`src/hw/rtl/tam_pkg.sv`:
```
// shared types and constants for the three-axis moving-average filter
package tam_pkg;

    localparam int SAMPLE_W       = 16;
    localparam int NUM_AXES       = 3;
    localparam int DEF_WINDOW_LEN = 12;
    // unsigned quotient magnitude, one bit wider than a sample to hold 32768
    localparam int QUOT_W         = SAMPLE_W + 1;

    typedef logic signed [SAMPLE_W-1:0] sample_t;

endpackage

```
`src/hw/rtl/tam_if.sv`:
```
// valid/ready channels for raw samples and window averages

interface tam_in_if;
    import tam_pkg::*;

    logic    valid;
    logic    ready;
    sample_t x_raw;
    sample_t y_raw;
    sample_t z_raw;

    modport source (output valid, output x_raw, output y_raw, output z_raw, input ready);
    modport sink   (input valid, input x_raw, input y_raw, input z_raw, output ready);
endinterface

interface tam_out_if;
    import tam_pkg::*;

    logic    valid;
    logic    ready;
    sample_t x_avg;
    sample_t y_avg;
    sample_t z_avg;

    modport source (output valid, output x_avg, output y_avg, output z_avg, input ready);
    modport sink   (input valid, input x_avg, input y_avg, input z_avg, output ready);
endinterface

```
`src/hw/rtl/tam_ram.sv`:
```
// generic single-write, single-read ram with registered read data
module tam_ram #(
    parameter int WIDTH = 8,
    parameter int DEPTH = 16,
    parameter int ADDR_W = (DEPTH > 1) ? $clog2(DEPTH) : 1
) (
    input  logic              clk,
    input  logic              wr_en,
    input  logic [ADDR_W-1:0] wr_addr,
    input  logic [WIDTH-1:0]  wr_data,
    input  logic              rd_en,
    input  logic [ADDR_W-1:0] rd_addr,
    output logic [WIDTH-1:0]  rd_data
);

    logic [WIDTH-1:0] mem [DEPTH];

    always_ff @(posedge clk)
    begin
        if (wr_en)
        begin
            mem[wr_addr] <= wr_data;
        end
        if (rd_en)
        begin
            rd_data <= mem[rd_addr];
        end
    end

endmodule

```
`src/hw/rtl/three_axis_moving_average.sv`:
```
// top level of the three-axis boxcar moving-average filter
//
// takes one x/y/z raw sample per transaction and returns one transaction with the
// three window averages (running sum of the last WINDOW_LEN samples divided by
// WINDOW_LEN, truncated toward zero). the sample history lives in one ram word
// per ring slot holding all three axes; it reads as zero after reset through a
// per-slot valid bit, so there is no clearing pass and the block is ready right
// out of reset. throughput is one transaction per clock as long as the output is not
// stalled; an accepted input passes through registered stages for ram read, sum
// update, magnitude, reciprocal multiply, and quotient and sign. each stage only
// holds when the one after it is full and stalled, so input keeps flowing while a
// finished result waits in the output register.
module three_axis_moving_average #(
    parameter int WINDOW_LEN = tam_pkg::DEF_WINDOW_LEN
) (
    input  logic      clk,
    input  logic      rst_n,
    tam_in_if.sink    samples,
    tam_out_if.source averages
);
    import tam_pkg::*;

    localparam int CLOG_N   = $clog2(WINDOW_LEN);
    localparam int SLOT_W   = (WINDOW_LEN > 1) ? CLOG_N : 1;
    localparam int SUM_W    = SAMPLE_W + CLOG_N;
    // reciprocal divide: q = (|s| * ceil(2^K / N)) >> K is exact for |s| < 2^SUM_W
    localparam int K        = SUM_W + CLOG_N;
    localparam int RECIP_W  = K + 2 - CLOG_N;
    localparam int PROD_W   = SUM_W + RECIP_W;
    localparam int MEM_W    = NUM_AXES * SAMPLE_W;
    localparam logic [RECIP_W-1:0] RECIP =
        RECIP_W'(((64'd1 << K) + 64'(WINDOW_LEN) - 64'd1) / 64'(WINDOW_LEN));
    localparam logic [SLOT_W-1:0] LAST_SLOT = SLOT_W'(WINDOW_LEN - 1);
    localparam logic signed [SUM_W:0] SUM_MAX = (SUM_W + 1)'(32768 * WINDOW_LEN);

    // stage enables: a stage moves when it is empty or its successor moves
    logic en_out, en4, en3, en2, en1;
    logic acc, mv1;

    // ring write pointer and per-slot valid bits
    logic [SLOT_W-1:0]     slot_reg, slot_next;
    logic [WINDOW_LEN-1:0] vld_reg;

    // stage 1: sample waiting for its oldest entry from the ram
    logic              s1_v_reg;
    logic [SLOT_W-1:0] s1_slot_reg;
    sample_t           s1_smp_reg [NUM_AXES];
    logic              s1_fwd_reg;
    sample_t           s1_fwd_data_reg [NUM_AXES];
    logic              s1_hit_reg;

    // running sums
    logic signed [SUM_W-1:0] sum_reg  [NUM_AXES];
    logic signed [SUM_W-1:0] sum_next [NUM_AXES];

    // stage 2..4 and output
    logic                    s2_v_reg;
    logic signed [SUM_W-1:0] s2_sum_reg [NUM_AXES];
    logic                    s3_v_reg;
    logic [SUM_W-1:0]        s3_mag_reg [NUM_AXES];
    logic                    s3_neg_reg [NUM_AXES];
    logic                    s4_v_reg;
    logic [PROD_W-1:0]       s4_prod_reg [NUM_AXES];
    logic                    s4_neg_reg [NUM_AXES];
    logic                    out_v_reg;
    sample_t                 out_avg_reg [NUM_AXES];

    logic [MEM_W-1:0] rd_data;
    logic [MEM_W-1:0] wr_data;
    sample_t          in_smp [NUM_AXES];
    sample_t          oldest [NUM_AXES];

    assign en_out = !out_v_reg || averages.ready;
    assign en4    = !s4_v_reg || en_out;
    assign en3    = !s3_v_reg || en4;
    assign en2    = !s2_v_reg || en3;
    assign en1    = !s1_v_reg || en2;
    assign acc    = samples.valid && en1;
    assign mv1    = s1_v_reg && en2;

    assign samples.ready  = en1;
    assign averages.valid = out_v_reg;
    assign averages.x_avg = out_avg_reg[0];
    assign averages.y_avg = out_avg_reg[1];
    assign averages.z_avg = out_avg_reg[2];

    assign in_smp[0] = samples.x_raw;
    assign in_smp[1] = samples.y_raw;
    assign in_smp[2] = samples.z_raw;

    assign wr_data = {s1_smp_reg[2], s1_smp_reg[1], s1_smp_reg[0]};

    // sample history, all three axes in one word per slot
    tam_ram #(
        .WIDTH (MEM_W),
        .DEPTH (WINDOW_LEN),
        .ADDR_W(SLOT_W)
    ) u_ring (
        .clk    (clk),
        .wr_en  (mv1),
        .wr_addr(s1_slot_reg),
        .wr_data(wr_data),
        .rd_en  (acc),
        .rd_addr(slot_reg),
        .rd_data(rd_data)
    );

    always_comb
    begin
        slot_next = (slot_reg == LAST_SLOT) ? '0 : slot_reg + SLOT_W'(1);
    end

    // oldest entry: forwarded write, ram data, or zero for a never-written slot
    always_comb
    begin
        for (int a = 0; a < NUM_AXES; a++)
        begin
            if (s1_fwd_reg)
            begin
                oldest[a] = s1_fwd_data_reg[a];
            end
            else if (s1_hit_reg)
            begin
                oldest[a] = rd_data[a*SAMPLE_W +: SAMPLE_W];
            end
            else
            begin
                oldest[a] = '0;
            end
            sum_next[a] = sum_reg[a] + SUM_W'(s1_smp_reg[a]) - SUM_W'(oldest[a]);
        end
    end

    // control state
    always_ff @(posedge clk or negedge rst_n)
    begin
        if (!rst_n)
        begin
            slot_reg  <= '0;
            vld_reg   <= '0;
            s1_v_reg  <= 1'b0;
            s2_v_reg  <= 1'b0;
            s3_v_reg  <= 1'b0;
            s4_v_reg  <= 1'b0;
            out_v_reg <= 1'b0;
            for (int a = 0; a < NUM_AXES; a++)
            begin
                sum_reg[a] <= '0;
            end
        end
        else
        begin
            if (acc)
            begin
                slot_reg <= slot_next;
            end
            if (mv1)
            begin
                vld_reg[s1_slot_reg] <= 1'b1;
                for (int a = 0; a < NUM_AXES; a++)
                begin
                    sum_reg[a] <= sum_next[a];
                end
            end
            if (en1)
            begin
                s1_v_reg <= samples.valid;
            end
            if (en2)
            begin
                s2_v_reg <= s1_v_reg;
            end
            if (en3)
            begin
                s3_v_reg <= s2_v_reg;
            end
            if (en4)
            begin
                s4_v_reg <= s3_v_reg;
            end
            if (en_out)
            begin
                out_v_reg <= s4_v_reg;
            end
        end
    end

    // datapath registers
    always_ff @(posedge clk)
    begin
        if (acc)
        begin
            s1_slot_reg <= slot_reg;
            // same-slot write at the read edge only happens for a one-entry window
            s1_fwd_reg  <= mv1 && (s1_slot_reg == slot_reg);
            s1_hit_reg  <= vld_reg[slot_reg];
            for (int a = 0; a < NUM_AXES; a++)
            begin
                s1_smp_reg[a]      <= in_smp[a];
                s1_fwd_data_reg[a] <= s1_smp_reg[a];
            end
        end
        for (int a = 0; a < NUM_AXES; a++)
        begin
            if (en2)
            begin
                s2_sum_reg[a] <= sum_next[a];
            end
            if (en3)
            begin
                s3_neg_reg[a] <= s2_sum_reg[a][SUM_W-1];
                s3_mag_reg[a] <= s2_sum_reg[a][SUM_W-1] ? SUM_W'(-s2_sum_reg[a])
                                                        : SUM_W'(s2_sum_reg[a]);
            end
            if (en4)
            begin
                s4_neg_reg[a]  <= s3_neg_reg[a];
                s4_prod_reg[a] <= PROD_W'(s3_mag_reg[a]) * PROD_W'(RECIP);
            end
            if (en_out)
            begin
                out_avg_reg[a] <= s4_neg_reg[a]
                    ? SAMPLE_W'(-s4_prod_reg[a][K +: QUOT_W])
                    : SAMPLE_W'(s4_prod_reg[a][K +: QUOT_W]);
            end
        end
    end

    // ring pointer never leaves the window
    a_slot_range: assert property (@(posedge clk) disable iff (!rst_n)
        slot_reg <= LAST_SLOT)
        else $error("write slot out of range");

    // the slot written back reads as valid from the next cycle on
    a_vld_set: assert property (@(posedge clk) disable iff (!rst_n)
        mv1 |=> vld_reg[$past(s1_slot_reg)])
        else $error("valid bit not set after write-back");

    // an input can only stall when every stage and the output register are full
    a_stall_cause: assert property (@(posedge clk) disable iff (!rst_n)
        !samples.ready |-> (s1_v_reg && s2_v_reg && s3_v_reg && s4_v_reg && out_v_reg))
        else $error("input stalled with a free stage");

    // each running sum stays within the window's bound
    for (genvar g = 0; g < NUM_AXES; g++)
    begin : g_chk
        a_sum_bound: assert property (@(posedge clk) disable iff (!rst_n)
            ((SUM_W + 1)'(sum_reg[g]) <= SUM_MAX) && ((SUM_W + 1)'(sum_reg[g]) >= -SUM_MAX))
            else $error("running sum out of bounds");
    end

endmodule

```
`src/flat_wrapper.sv`:
```
// flat-port wrapper written by rule: the top's interface ports become plain ports
module three_axis_moving_average_flat import tam_pkg::*;
#(
    parameter int WINDOW_LEN = tam_pkg::DEF_WINDOW_LEN
)
  (clk, rst_n, samples_valid, samples_x_raw, samples_y_raw, samples_z_raw, samples_ready, averages_valid, averages_x_avg, averages_y_avg, averages_z_avg, averages_ready);
  tam_in_if samples_i ();
  tam_out_if averages_i ();
  input  logic clk;
  input  logic rst_n;
  input wire logic [$bits(samples_i.valid)-1:0] samples_valid;
  input wire logic [$bits(samples_i.x_raw)-1:0] samples_x_raw;
  input wire logic [$bits(samples_i.y_raw)-1:0] samples_y_raw;
  input wire logic [$bits(samples_i.z_raw)-1:0] samples_z_raw;
  output wire logic [$bits(samples_i.ready)-1:0] samples_ready;
  output wire logic [$bits(averages_i.valid)-1:0] averages_valid;
  output wire logic [$bits(averages_i.x_avg)-1:0] averages_x_avg;
  output wire logic [$bits(averages_i.y_avg)-1:0] averages_y_avg;
  output wire logic [$bits(averages_i.z_avg)-1:0] averages_z_avg;
  input wire logic [$bits(averages_i.ready)-1:0] averages_ready;
  assign samples_i.valid = samples_valid;
  assign samples_i.x_raw = samples_x_raw;
  assign samples_i.y_raw = samples_y_raw;
  assign samples_i.z_raw = samples_z_raw;
  assign samples_ready = samples_i.ready;
  assign averages_valid = averages_i.valid;
  assign averages_x_avg = averages_i.x_avg;
  assign averages_y_avg = averages_i.y_avg;
  assign averages_z_avg = averages_i.z_avg;
  assign averages_i.ready = averages_ready;
  three_axis_moving_average #(.WINDOW_LEN(WINDOW_LEN)) u_core (.clk(clk), .rst_n(rst_n), .samples(samples_i), .averages(averages_i));
endmodule
```
`config.mk`:
```
export PLATFORM = sky130hd
export DESIGN_NAME = three_axis_moving_average_flat
export DESIGN_NICKNAME = d
export VERILOG_FILES = /design/src/hw/rtl/tam_pkg.sv /design/src/hw/rtl/tam_if.sv /design/src/hw/rtl/tam_ram.sv /design/src/hw/rtl/three_axis_moving_average.sv /design/src/flat_wrapper.sv
export SDC_FILE = /design/constraint.sdc
export NUM_CORES = 2
export LEC_CHECK = 0
export CORE_ASPECT_RATIO = 1.75
export CORE_MARGIN = 4
export CORE_UTILIZATION = 25
export CTS_CLUSTER_DIAMETER = 30
export DETAILED_ROUTE_END_ITERATION = 8
export DONT_BUFFER_PORTS = 1
export PLACE_DENSITY = 0.34
export SLEW_MARGIN = 20
export SYNTH_ARGS = -nofsm -noshare
export SYNTH_HDL_FRONTEND = slang
export SYNTH_SLANG_ARGS = --single-unit
```
`constraint.sdc`:
```
create_clock -name clk -period 8.6 [get_ports clk]
set_clock_uncertainty 0.2 [all_clocks]
set_input_delay 1.72 -clock clk [delete_from_list [all_inputs] [get_ports clk]]
set_output_delay 1.72 -clock clk [all_outputs]
set_load 0.02 [all_outputs]
```
=== Yosys cells after proc, flatten, opt, wreduce, memory -nomap -nowiden ===
Memories as Yosys holds them, arrays and structs flattened. A register that Yosys moved wholly into a read port is not among the register bits.
Index checks and enable logic that the tools add are counted.

* Register bits: 87
* Memory bits (writable): 966
* Input port bits: 52
* Output and inout bits: 50
* Word-level logic and storage cells: 87
* Memories kept: 9

* $add $sub $neg: 13
* $mul: 3
* Magnitude comparators: 3
* Equality and inequality tests: 2
* Multiplexer cells: 29
* Bitwise gates (word level): 1
* Reduce and logical (&&, ||, !) cells: 14

{| class="wikitable"
|+ Memory list
! name !! depth !! width !! rd ports !! clocked after Yosys merged registers in !! wr ports !! RTL line !! text
|-
| u_core.u_ring.mem || 12 || 48 || 1 || 1 || 1 || tam_ram.sv:16 || <nowiki>logic [WIDTH-1:0] mem [DEPTH];</nowiki>
|-
| u_core.s4_prod_reg || 3 || 40 || 3 || 0 || 3 || three_axis_moving_average.sv:63 || <nowiki>logic [PROD_W-1:0] s4_prod_reg [NUM_AXES];</nowiki>
|-
| u_core.s2_sum_reg || 3 || 20 || 3 || 0 || 3 || three_axis_moving_average.sv:58 || <nowiki>logic signed [SUM_W-1:0] s2_sum_reg [NUM_AXES];</nowiki>
|-
| u_core.s3_mag_reg || 3 || 20 || 3 || 0 || 3 || three_axis_moving_average.sv:60 || <nowiki>logic [SUM_W-1:0] s3_mag_reg [NUM_AXES];</nowiki>
|-
| u_core.out_avg_reg || 3 || 16 || 3 || 0 || 3 || three_axis_moving_average.sv:66 || <nowiki>sample_t out_avg_reg [NUM_AXES];</nowiki>
|-
| u_core.s1_fwd_data_reg || 3 || 16 || 3 || 0 || 3 || three_axis_moving_average.sv:49 || <nowiki>sample_t s1_fwd_data_reg [NUM_AXES];</nowiki>
|-
| +3 memories || - || - || - || - || - || - ||
|}

{| class="wikitable"
|+ Operators with widths
! operator !! number
|-
| 16-bit two-way mux || 9
|-
| 20-bit by 20-bit multiplier with 40-bit output (second input constant) || 3
|-
| 20-bit by 16-bit adder with 20-bit output || 3
|-
| 20-bit two-way mux || 3
|-
| 20-bit negation || 3
|-
| 20-bit by 16-bit subtractor with 20-bit output || 3
|-
| 16-bit negation || 3
|-
| 1-bit two-way mux || 14
|-
| 12-bit OR || 1
|-
| 4-bit by 5-bit < comparator with 1-bit output (second input constant) || 2
|-
| 1-bit zero test || 5
|-
| 1-bit logical OR || 5
|-
| 4-bit by 1-bit adder with 4-bit output (second input constant) || 1
|-
| 1-bit binary-select mux with 4-bit select || 1
|-
| 1-bit demux with 4-bit select || 1
|-
| 4-bit equality test || 1
|-
| 4-bit equality test (second input constant) || 1
|-
| 4-bit by 1-bit >= comparator with 1-bit output (second input constant) || 1
|-
| 1-bit logical AND || 4
|-
| 4-bit two-way mux || 1
|}

=== Depth between registers and ports, before layout ===
* Depth in word-level cells: 9
* Gate-level depth with buffers: 23

=== Cells and area by module ===
A second synthesis with hierarchy kept.

* Cell total of the unflattened synthesis: 4758
* Area total of the unflattened synthesis: 63792.4 um^2

{| class="wikitable"
|+ By module, submodules not included
! module !! times used !! cells each !! area each (um^2) !! sequential area each (um^2)
|-
| three_axis_moving_average || 1 || 3772 || 40752.8 || 11756.3
|-
| tam_ram || 1 || 986 || 23039.6 || 18738.0
|}

=== Least setup slack after synthesis ===
Ideal clock, no wire load.

* Path kind: input -> register
* Start point: input averages_ready
* End point: register u_core.slot_reg[3]
* Data arrival time: 8671 ps
* Setup slack: -419 ps
* Stages: 9
* Cell sequence: nor2b_1 -> nand4_1 -> inv_1 -> nand2_1 -> and2_1 -> clkbuf_1 -> o21ai_0 -> nand2_1 -> o21ai_0

* Cells in the longest elaborated chain, start to end: 6

{| class="wikitable"
|+ Ends and longest elaborated chain
! what !! RTL line !! text
|-
| start: declaration || flat_wrapper.sv:20 || <nowiki>input wire logic [$bits(averages_i.ready)-1:0] averages_ready;</nowiki>
|-
| 1-bit logical OR || three_axis_moving_average.sv:73 || <nowiki>assign en_out = !out_v_reg || averages.ready;</nowiki>
|-
| 1-bit logical OR || three_axis_moving_average.sv:74 || <nowiki>assign en4 = !s4_v_reg || en_out;</nowiki>
|-
| 1-bit logical OR || three_axis_moving_average.sv:75 || <nowiki>assign en3 = !s3_v_reg || en4;</nowiki>
|-
| 1-bit logical OR || three_axis_moving_average.sv:76 || <nowiki>assign en2 = !s2_v_reg || en3;</nowiki>
|-
| net u_core.en2 || three_axis_moving_average.sv:37 || <nowiki>logic en_out, en4, en3, en2, en1;</nowiki>
|-
| 1-bit logical OR || three_axis_moving_average.sv:77 || <nowiki>assign en1 = !s1_v_reg || en2;</nowiki>
|-
| net samples_ready || flat_wrapper.sv:15 || <nowiki>output wire logic [$bits(samples_i.ready)-1:0] samples_ready;</nowiki>
|-
| 1-bit logical AND || three_axis_moving_average.sv:78 || <nowiki>assign acc = samples.valid && en1;</nowiki>
|-
| net u_core.acc || three_axis_moving_average.sv:38 || <nowiki>logic acc, mv1;</nowiki>
|-
| end signal: assignment || three_axis_moving_average.sv:155 || <nowiki>slot_reg <= slot_next;</nowiki>
|-
| end: declaration || three_axis_moving_average.sv:41 || <nowiki>logic [SLOT_W-1:0] slot_reg, slot_next;</nowiki>
|}

The timed path passes the listed nets, and every way through them passes these cells.
A chain may end at the register's enable or synchronous reset.

==> results.toml <==
[drt]
dr.first_iter.drc_count = 1458
via_per_inst = 4.18
ant_nets = 0
remaining_drc_errors = 0
num_vias = 34683
wire_per_inst_um = 20.7
routed_wirelength_um = 172000
first_pass_iters = 4

[logic_synthesis]
synth_nets = 5699
syn-instance-count = 4569
yosysWarnings = 0
syn_area_mm2 = 0.0632
syn_avg_cell_area_um2 = 13.8
synth.distinct_cells = 78
synth-edff-count = 948
synth_flop_cell = "edfxtp_1"
yosysSeqAreaShare = 0.482
ys_async_sr_fraction = 0.0787
synth-seq-cells = 1029

[cells_and_area]
nNetsFinal = 5900
largest_reg_flops = 576
final_layout_size_suffix_gt1_frac = 0.142
syn2layout_area_growth_pct = 20.2
fillers = 25517
largest_register = "u_core.u_ring.mem"

[grt]
grt_pass1_wl_um = 260000
track_usage = 0.133
antenna_found_initial = 11
grt_overflow_total = 0
first_global_vias = 40338
grt_start_max_net_pins = 82

[setup_path]
worstReg2RegStart = "u_core.s3_mag_reg[0][21]"
reg2reg_to = "u_core.s4_prod_reg[0][78]"
cp-start-kind = "flop"
reg2reg_slack_ns = 1.53
worstSetupPathType = "flop to flop"
endpoint_kind = "flop"
reg2reg_depth = 20
crit_fanout = 7
startpoint = "u_core.s3_mag_reg[0][21]"
crit_required_ns = 8.97
cp_data_arrival_time_ns = 7.44

[sta]
setup_viol_count_final = 0
max_freq_mhz = 141
final.setup.tns_ns = 0
fin_crit_ns = 7.07
rsz0062_at_grt = "false"
final.period_utilization = 0.822
timing.slew.headroom = 0.319
slew_viol_final = 0
final-hold-violation-count = 0
worst_pin_slew_ns = 1.02

[floorplanning]
dieArea_mm2 = 0.261
die_w_um = 388
start_util = 0.251
core_area_mm2 = 0.252
row_count = 244
die_h_um = 673
io_pins = 102

[min_path]
holdPathStages = 1
min_to = "u_core.s3_v_reg"
min_from = "u_core.s2_v_reg"
hold_path.class = "flop to flop"

[cts]
cts_made_buffers = 237
cts_post_setup_buffers_inserted = 0
cts_tree = "yes"
path_clk_slew_ns = 0.05
post_cts_resized = 0
hold_buffers = 0
ctsRootBufferMaster = "clkbuf_16"
htreeDepth = 4
cts_buffer_depth = 4
clkLatencyLatePin_ns = 0.88
clock-sinks = 1029

[place]
hpwl_um = 125000
portBuffers = 0
place.gp.congestion = 0.798

[job]
drv_cap = 0

[run_status]
status = "finished, final reports clean"
==> Yosys cell counts (46+ instances only) <==
library cell / n / share of area
inv_1: 957 / 0.057
edfxtp_1: 948 / 0.45
ha_1: 619 / 0.12
fa_1: 459 / 0.15
xnor2_1: 172 / 0.024
nand2_1: 162 / 0.0096
mux4_2: 147 / 0.052
o21ai_0: 125 / 0.0099
a21oi_1: 89 / 0.0070
nor2_1: 88 / 0.0052
dfrtp_1: 81 / 0.032
xor2_1: 59 / 0.0082
clkbuf_1: 56 / 0.0033
mux2i_1: 53 / 0.0084
mux2_2: 52 / 0.0093
a21o_1: 46 / 0.0055
==> how the worst max path moves through the flow <==
stage	end	depth (start not counted)
4_1_cts	u_core.s4_prod_reg[0][78]	20
5_1_grt	u_core.s4_prod_reg[0][78]	20
2_1_floorplan	u_core.u_ring.mem[0][0]	5
3_3_place_gp	u_core.s4_prod_reg[0][78]	20
6_report	u_core.s4_prod_reg[0][78]	20
3_5_place_dp	u_core.s4_prod_reg[0][78]	20
==> logic make-up (layout without fill, tap and decap cells) <==
logic type / Yosys count / count (layout) / share of synthesized area
other: 0 / 3 / 0
AO/OA/AOI/OAI: 455 / 455 / 0.0480
flip-flops: 1029 / 1029 / 0.482
XOR/XNOR: 232 / 232 / 0.0324
AND/OR/NAND/NOR: 485 / 485 / 0.0378
buffers and inverters: 1038 / 1434 / 0.0617
multiplexers: 252 / 252 / 0.0700
adder cells (fa/ha/maj): 1078 / 1078 / 0.268
==> metrics by stage <==
step	std cells	cell area (µm²)	utilization	hold slack [ns]	setup slack, ns
finish	8289	76000	0.301	0.261	1.53
global route	8287	76000	0.301	0.278	1.03
CTS	8286	76000	0.301	0.261	1.37
detailed placement	7852	67600	0.268	0.252	1.38
global placement	7851	67600	0.268	0.246	1.43
floorplan	4569	63200	-	0.200	0.527
==> cells in the final DEF, fill, tap and decap left out, drive strengths merged, types with 27 or more instances in the layout <==
cell type	synthesis	layout
clkinv	0	77
inv	958	978
xnor2	172	172
edfxtp	948	948
o21ai	131	131
fa	459	459
nand2	162	162
mux4	147	147
o31ai	27	27
dfrtp	81	81
mux2	52	52
nand3	29	29
bufinv	0	43
nor2	88	88
clkinvlp	0	28
clkbuf	56	266
buf	24	42
mux2i	53	53
ha	619	619
xor2	59	59
a22o	44	44
nor3	41	41
a21o	47	47
a21oi	91	91
==> critical path: stages (launching register included) <==
cell	delay, ns
edfxtp_1	0.56
ha_1	0.42
xor2_1	0.64
ha_1	0.27
nor2_1	0.06
fa_1	0.53
inv_1	0.05
fa_1	0.45
fa_1	0.51
fa_1	0.41
ha_1	0.29
ha_1	0.32
a21o_1	0.18
a311o_1	0.33
o211ai_1	0.11
a21oi_1	0.13
a2111oi_2	0.44
o21bai_2	0.18
a21oi_1	0.35
o311ai_0	0.21
xnor2_1	0.15
==> metal layers <==
metal  track usage  wire length, µm  part of all wire
met4        0.0446             5830             0.034
met2         0.259            95200              0.55
met5             0               73           0.00042
met3        0.0233             5710             0.033
met1         0.143            65000              0.38
==> cell type report <==
class                   instances  area (µm²)  area share
repair buffers                 42         415     0.00547
clock buffers                 266        6160      0.0811
clock inverters               168        2200      0.0290
well taps                    3321        4160      0.0547
multi-input cells            2502       28900       0.381
diodes                          3        7.51   0.0000988
inverters                     958        3600      0.0474
flip-flops and latches       1029       30500       0.401
Power is not shown: default switching activity piles up to over one toggle a cycle in this logic, so the estimate is an artifact.
